`src/sv/mrfft_pkg.sv`:
```
// Shared types, codes and fixed-point helpers of the mixed-radix FFT frame unit.
package mrfft_pkg;

    localparam int ACC_W = 56;
    localparam int RND_W = ACC_W - 15;
    localparam int SUM_W = RND_W + 1;

    localparam logic KIND_LOAD = 1'b0;
    localparam logic KIND_READ = 1'b1;

    localparam logic [1:0] QUAD_0 = 2'd0;
    localparam logic [1:0] QUAD_1 = 2'd1;
    localparam logic [1:0] QUAD_2 = 2'd2;

    localparam logic [63:0] Q30_ONE     = 64'd1073741824;
    localparam logic [63:0] Q30_HALF    = 64'd536870912;
    localparam logic [63:0] HALF_PI_Q30 = 64'd1686629713;

    typedef struct packed {
        logic              kind;
        logic signed [15:0] sample;
        logic [8:0]        bin_index;
    } req_t;

    typedef struct packed {
        logic signed [31:0] real_part;
        logic signed [31:0] imag_part;
        logic [8:0]         bin_echo;
        logic               valid_res;
    } rsp_t;

    typedef struct packed {
        logic signed [15:0] cos_v;
        logic signed [15:0] sin_v;
    } tw_t;

    typedef struct packed {
        logic en;
        logic sel_im;
        logic neg;
        logic clear;
    } mac_ctl_t;

    // Count the factors of two in a frame length.
    function automatic int pow2_count(input int n);
        int cnt;
        int m;
        cnt = 0;
        m = n;
        for (int b = 0; b < 13; b++) begin
            if (m > 0 && m[0] == 1'b0) begin
                cnt = cnt + 1;
                m = m >> 1;
            end
        end
        return cnt;
    endfunction

    function automatic logic [15:0] to_q15(input logic [63:0] v);
        logic [63:0] r;
        r = (v + 64'd16384) >> 15;
        return (r > 64'd32767) ? 16'd32767 : r[15:0];
    endfunction

    // Truncated Taylor series on a folded angle, Q2.30 inside.
    function automatic tw_t base_rot(input logic [63:0] f);
        logic [63:0] a, a2, a3, a4, a5, a6, a7, a8, a9, a10;
        logic signed [63:0] sv, cv;
        tw_t r;
        a   = (f * HALF_PI_Q30) >> 30;
        a2  = (a * a) >> 30;
        a3  = (a2 * a) >> 30;
        a4  = (a2 * a2) >> 30;
        a5  = (a4 * a) >> 30;
        a6  = (a4 * a2) >> 30;
        a7  = (a6 * a) >> 30;
        a8  = (a6 * a2) >> 30;
        a9  = (a8 * a) >> 30;
        a10 = (a8 * a2) >> 30;
        sv = $signed(a) - $signed(a3 / 64'd6) + $signed(a5 / 64'd120)
           - $signed(a7 / 64'd5040) + $signed(a9 / 64'd362880);
        cv = $signed(Q30_ONE) - $signed(a2 / 64'd2) + $signed(a4 / 64'd24)
           - $signed(a6 / 64'd720) + $signed(a8 / 64'd40320)
           - $signed(a10 / 64'd3628800);
        if (sv < 0) sv = 0;
        if (cv < 0) cv = 0;
        r.sin_v = $signed(to_q15(sv));
        r.cos_v = $signed(to_q15(cv));
        return r;
    endfunction

    // Twiddle i of an n-point frame: cos and sin of 2*pi*i/n in Q1.15.
    function automatic tw_t twiddle(input int i, input int n);
        logic [63:0] num, rem, t, f;
        logic [1:0] q;
        logic signed [15:0] c0, s0;
        tw_t b, r;
        num = (64'(i) << 32) + 64'(n >> 1);
        rem = '0;
        t = '0;
        for (int bi = 63; bi >= 0; bi--) begin
            rem = {rem[62:0], num[bi]};
            if (rem >= 64'(n)) begin
                rem = rem - 64'(n);
                t[bi] = 1'b1;
            end
        end
        q = t[31:30];
        f = {34'b0, t[29:0]};
        if (f > Q30_HALF) begin
            b = base_rot(Q30_ONE - f);
            c0 = b.sin_v;
            s0 = b.cos_v;
        end
        else begin
            b = base_rot(f);
            c0 = b.cos_v;
            s0 = b.sin_v;
        end
        case (q)
            QUAD_0:  begin r.cos_v = c0;  r.sin_v = s0;  end
            QUAD_1:  begin r.cos_v = -s0; r.sin_v = c0;  end
            QUAD_2:  begin r.cos_v = -c0; r.sin_v = -s0; end
            default: begin r.cos_v = s0;  r.sin_v = -c0; end
        endcase
        return r;
    endfunction

    // Round to nearest: floor(x / 2^15 + 1/2).
    function automatic logic signed [RND_W-1:0] rnd15(input logic signed [ACC_W-1:0] acc);
        logic signed [ACC_W-1:0] b;
        b = acc + ACC_W'(16384);
        return b[ACC_W-1:15];
    endfunction

    function automatic logic signed [31:0] sat32(input logic signed [SUM_W-1:0] v);
        logic signed [31:0] r;
        if (!v[SUM_W-1] && (v[SUM_W-2:31] != '0)) r = 32'sh7FFF_FFFF;
        else if (v[SUM_W-1] && (v[SUM_W-2:31] != '1)) r = 32'sh8000_0000;
        else r = v[31:0];
        return r;
    endfunction

endpackage

```
`src/sv/mrfft_mac.sv`:
```
// Shared multiply-accumulate unit with one real and one imaginary accumulator.
module mrfft_mac (
    input  logic                                   clk,
    input  logic                                   rst_n,
    input  mrfft_pkg::mac_ctl_t                    ctl,
    input  logic signed [31:0]                     a,
    input  logic signed [15:0]                     b,
    output logic signed [mrfft_pkg::ACC_W-1:0]     acc_re,
    output logic signed [mrfft_pkg::ACC_W-1:0]     acc_im
);

    mrfft_pkg::mac_ctl_t ctl_reg;
    logic signed [47:0] prod_reg;
    logic signed [mrfft_pkg::ACC_W-1:0] acc_re_reg;
    logic signed [mrfft_pkg::ACC_W-1:0] acc_im_reg;
    logic signed [mrfft_pkg::ACC_W-1:0] term;
    logic signed [mrfft_pkg::ACC_W-1:0] base;

    always_ff @(posedge clk or negedge rst_n)
    begin
        if (!rst_n) begin
            ctl_reg <= '0;
        end
        else begin
            ctl_reg <= ctl;
        end
    end

    always_ff @(posedge clk)
    begin
        prod_reg <= a * b;
    end

    always_comb
    begin
        term = ctl_reg.neg ? -mrfft_pkg::ACC_W'(prod_reg) : mrfft_pkg::ACC_W'(prod_reg);
        if (ctl_reg.clear) base = '0;
        else if (ctl_reg.sel_im) base = acc_im_reg;
        else base = acc_re_reg;
    end

    // Add the registered product into the selected accumulator.
    always_ff @(posedge clk)
    begin
        if (ctl_reg.en && !ctl_reg.sel_im) acc_re_reg <= base + term;
        if (ctl_reg.en && ctl_reg.sel_im) acc_im_reg <= base + term;
    end

    assign acc_re = acc_re_reg;
    assign acc_im = acc_im_reg;

endmodule

```
`config.mk`:
```
export PLATFORM = sky130hd
export DESIGN_NAME = mrfft_mac
export DESIGN_NICKNAME = d
export VERILOG_FILES = /design/src/sv/mrfft_pkg.sv /design/src/sv/mrfft_mac.sv
export SDC_FILE = /design/constraint.sdc
export NUM_CORES = 2
export LEC_CHECK = 0
export BUFFER_PORTS_ARGS = -buffer_cell sky130_fd_sc_hd__buf_4
export CORE_UTILIZATION = 59
export DETAILED_ROUTE_END_ITERATION = 10
export PLACE_DENSITY_LB_ADDON = 0.12
export REMOVE_ABC_BUFFERS = 1
export SLEW_MARGIN = 20
export SYNTH_ARGS = -nofsm -noshare
export SYNTH_HDL_FRONTEND = slang
export SYNTH_SLANG_ARGS = --single-unit
```
`constraint.sdc`:
```
create_clock -name clk -period 7.3 [get_ports clk]
set_input_delay 0.365 -clock clk [delete_from_list [all_inputs] [get_ports clk]]
set_output_delay 0.365 -clock clk [all_outputs]
set_load 0.01 [all_outputs]
```
Word-level counts from Yosys, hierarchy flattened
Cells that the tools add are included.
{"block": "op_classes", "n_mux": 3, "bitwise": 0, "magnitude_cmp": 0, "n_eq_ne": 0, "n_addsub": 2, "shift": 0, "multipliers": 1, "reduce_logical": 3, "n_div": 0}
{"op": "56-bit 2-to-1 mux", "count": 3}
{"op": "56-bit adder", "count": 1}
{"op": "48-bit negator with 56-bit output", "count": 1}
{"op": "32-bit by 16-bit multiplier with 48-bit output", "count": 1}
{"op": "1-bit logical AND", "count": 2}
{"op": "1-bit logical NOT", "count": 1}
{"block": "word_totals", "memories": 0, "latchBits": 0, "regBits": 164, "romBits": 0, "output_inout_bits": 112, "ram_bits": 0}

Longest topological paths before layout
{"block": "depth", "ltp_word": 3, "depth_mapped": 26}

Least setup slack after synthesis
No wires, ideal clock.
{"block": "synth_path", "path_type": "input to register", "startpoint": "input port a[12]", "endpoint": "register prod_reg[47]", "path_buffers": 2, "setup_slack_ns": 0.930, "t_arrival_ns": 6.245, "setup_ns": 0.125, "required_time_ns": 7.175, "path_stages": 23, "path_cell_list": "clkbuf_1 nand2_1 fa_1 fa_1 fa_1 inv_1 fa_1 fa_1 inv_1 fa_1 inv_1 ha_1 clkbuf_1 nand3_1 a211oi_1 a211oi_1 o311a_1 a211oi_1 a211oi_1 o21bai_1 a41oi_1 o31ai_1 xnor2_1"}
{"block": "synth_via", "elab_chain_len": 1}
{"element": "start: declaration", "line_no": "mrfft_mac.sv:6", "rtl": "input logic signed [31:0] a,"}
{"element": "32-bit by 16-bit multiplier with 48-bit output", "line_no": "mrfft_mac.sv:31", "rtl": "prod_reg <= a * b;"}
{"element": "end signal: assignment", "line_no": "mrfft_mac.sv:31"}
{"element": "end: declaration", "line_no": "mrfft_mac.sv:13", "rtl": "logic signed [47:0] prod_reg;"}
Every way passes these cells.
A chain may end at the register's enable or synchronous reset.

Final worst setup path
{"block": "layout_path", "startpoint": "input port b[1]", "endpoint": "register prod_reg[46]"}
{"block": "layout_via", "elab_chain_len": 1}
{"element": "start: declaration", "line_no": "mrfft_mac.sv:7", "rtl": "input logic signed [15:0] b,"}
{"element": "32-bit by 16-bit multiplier with 48-bit output", "line_no": "mrfft_mac.sv:31"}
Every way passes these cells.

==> run metrics <==
Root Buffer=clkbuf_16; R2R setup slack=approximately 1.4 ns; synth top area cells=fa_1, edfxtp_1, inv_1; DR vias=19800; WP data required=a little under 8 ns; Worst-path clk slew=about 0.06 ns; post-DR wirelength/cell=18.2 um; Slew Limit Fails=0; R2R Path End=acc_im[55]; Worst setup SP type=primary input; # clock sinks=164; core area=about 45000 sq um; Post-DRT Antenna Nets=0; post-layout min period=between 6 and 7 ns; DRC viols=0; FFs w/ async S/R, synth=2.44%; Max Root-Sink Buffers=2; GP Congestion=a little over 0.9; Setup Fix Bufs, Post-CTS=0; Final Hold Viols=0; Crit path arrival time=slightly above 7 ns; Synth top area share=a little over a third; DIE WIDTH=between 200 and 250 um; yosys warns=0; max-cap violations=0; end of the critical path=prod_reg[46]; Worst-Skew Late Latency=0.44 ns; Min-Delay Path Class=in2reg; synthesized area=around 27000 sq um; reg-to-reg critical path startpoint=prod_reg[11]; Synth Flop Type=edfxtp_1; final HPWL from detailed placement=between 50000 and 60000 um; GRT overflow=0; Final setup viols=0; status=finished, final reports clean; ratio of cells with drive above 1 in the final layout=7.50%; CP Launch Point=b[1]; Finished Core Util=64.6%; # H-tree levels=4; sequential share of the synthesized area=16.3%; Worst Hold Depth=1; area of the die=about 47000 sq um; total track usage=29.2%; Post-Syn Instances=just under 3000; I/O pin total=~170; Die Span Y=approximately 220 um; 1st-iter DRT viols=around 1200; initial antenna violation count=0; Achievable Freq=150 MHz; Starting Density=roughly three fifths; worst slew pin tran=0.820 ns; area delta synth->final=8.05%; Post-synth EDFFs=~110; FF-to-FF path depth=20; Worst slew margin=approximately 45%; number of synthesized register bits=164; critical path type=in2reg; Tcrit/Tclk final=91.2%; count of cell types in the netlist=73; nets=approximately 3700; Vias/cell=5.50; syn avg cell area=9.30 sq um; first-pass GRT wire length=roughly 110000 um; largest net degree at the start of global routing=57; vias in the first global route=a little over 20000; setup TNS=0 ns; PortBufs=165; cts bufs inserted=17; CP Max Fanout=32; Core Rows=78; antenna diode count=0; 1st-pass router iterations=6; clock skew=0.00622 ns; CTS tree=done; area leader, netlist=fa_1; crit end category=register; RSZ-0062 raised after global routing=no; drt total wl=around 66000 um; Fillers=slightly below 4000
-- worst min-delay path by stage --
stage           start         end  slack, ns
6_report       ctl[2]  ctl_reg[2]       0.03
5_1_grt        ctl[3]  ctl_reg[3]       0.02
4_1_cts        ctl[2]  ctl_reg[2]       0.02
3_5_place_dp    rst_n  ctl_reg[3]       0.16
3_3_place_gp    rst_n  ctl_reg[1]       0.16
2_1_floorplan   rst_n  ctl_reg[0]       0.07
-- synthesized netlist by cell type, types with 3 or more instances --
cell / n
inv_1: 588
fa_1: 487
nand2_1: 339
and2_1: 217
ha_1: 170
nor2_1: 130
clkbuf_1: 118
edfxtp_1: 112
xnor2_1: 105
a21oi_1: 104
o21ai_0: 69
a21o_1: 58
mux2i_1: 57
dfxtp_1: 48
xor2_1: 42
nand3_1: 21
nand4_1: 20
o21a_1: 18
o31ai_1: 18
nand2b_1: 17
nor3_1: 16
o21bai_1: 15
and3_1: 13
a211oi_1: 12
nor2b_1: 9
a31oi_1: 8
or3_1: 8
buf_1: 7
o41ai_1: 7
a211o_1: 6
or4_1: 6
or2_2: 5
a21boi_0: 4
dfrtp_1: 4
o211ai_1: 4
a2111oi_0: 3
a311oi_1: 3
-- cell usage in the layout, fill, tap and decap left out, drive strengths merged, types with 58 or more instances in the layout --
cell type,instances
ha,170
and2,217
edfxtp,112
a21oi,104
nand2,339
a21o,58
nor2,130
xnor2,105
fa,487
buf,175
o21ai,72
inv,592
-- stage by stage --
stage / instances / hold slack [ns] / cell area (sq um) / setup slack [ns]
final: 3600 / 0.0313 / 29300 / 0.643
after detailed placement: 3567 / 0.163 / 28700 / 0.373
after global routing: 3600 / 0.0233 / 29300 / 0.371
after global placement: 3567 / 0.159 / 28700 / 0.503
after CTS: 3600 / 0.0152 / 29300 / 0.806
after floorplan: 2792 / 0.0694 / 26700 / 1.25
-- layer usage --
layer | up-vias | global-route usage (%) | part of all wire, %
met5 | - | 0 | 0
met4 | 0 | 7.30 | 1.7
met3 | 81 | 7.71 | 9.2
met2 | 746 | 44.4 | 44
met1 | 9784 | 41.6 | 45
li1 | 9206 | - | -
-- final cells by class --
type,count,area (sq um),share of cell area [%]
clock buffers,20,437,1.49
multi-input cells,2039,20000,68.3
clock inverters,12,129,0.440
inverters,589,2210,7.54
flip-flops and latches,164,4430,15.1
well taps,600,751,2.56
repair buffers,176,1320,4.51
-- kinds of logic (layout without fill, tap and decap cells) --
| group | after synthesis | count (layout) | share of synthesized area, % |
|---|---|---|---|
| AO/OA/AOI/OAI | 360 | 360 | 8.65 |
| XOR/XNOR | 147 | 147 | 4.74 |
| adder cells (fa/ha/maj) | 657 | 657 | 43.8 |
| buffers and inverters | 714 | 797 | 9.88 |
| flip-flops | 164 | 164 | 16.3 |
| multiplexers | 57 | 57 | 2.10 |
| AND/OR/NAND/NOR | 818 | 818 | 14.6 |
-- worst max-delay path, stage by stage --
cell and delay (ns):
buf_4 0.36, nand2_1 0.14, fa_1 0.53, fa_1 0.57, fa_1 0.45, fa_1 0.54
inv_1 0.05, fa_1 0.49, fa_1 0.41, ha_1 0.39, o21a_1 0.16, a2111oi_0 0.43
nor3_1 0.12, a41o_1 0.26, a31oi_1 0.52, o21a_1 0.32, a211oi_1 0.14, o31a_1 0.34
nor4b_1 0.28, a211o_1 0.14
-- what timing repair did --
| item | 4_1_cts | 5_1_grt |
|---|---|---|
| hold endpoints to repair | 4 | 0 |
| setup endpoints to repair | 0 | 0 |
| gates resized for setup | 0 | 0 |
| hold buffers | 1 | 0 |
Power is not shown: default switching activity piles up to over one toggle a cycle in this logic, so the estimate is an artifact.
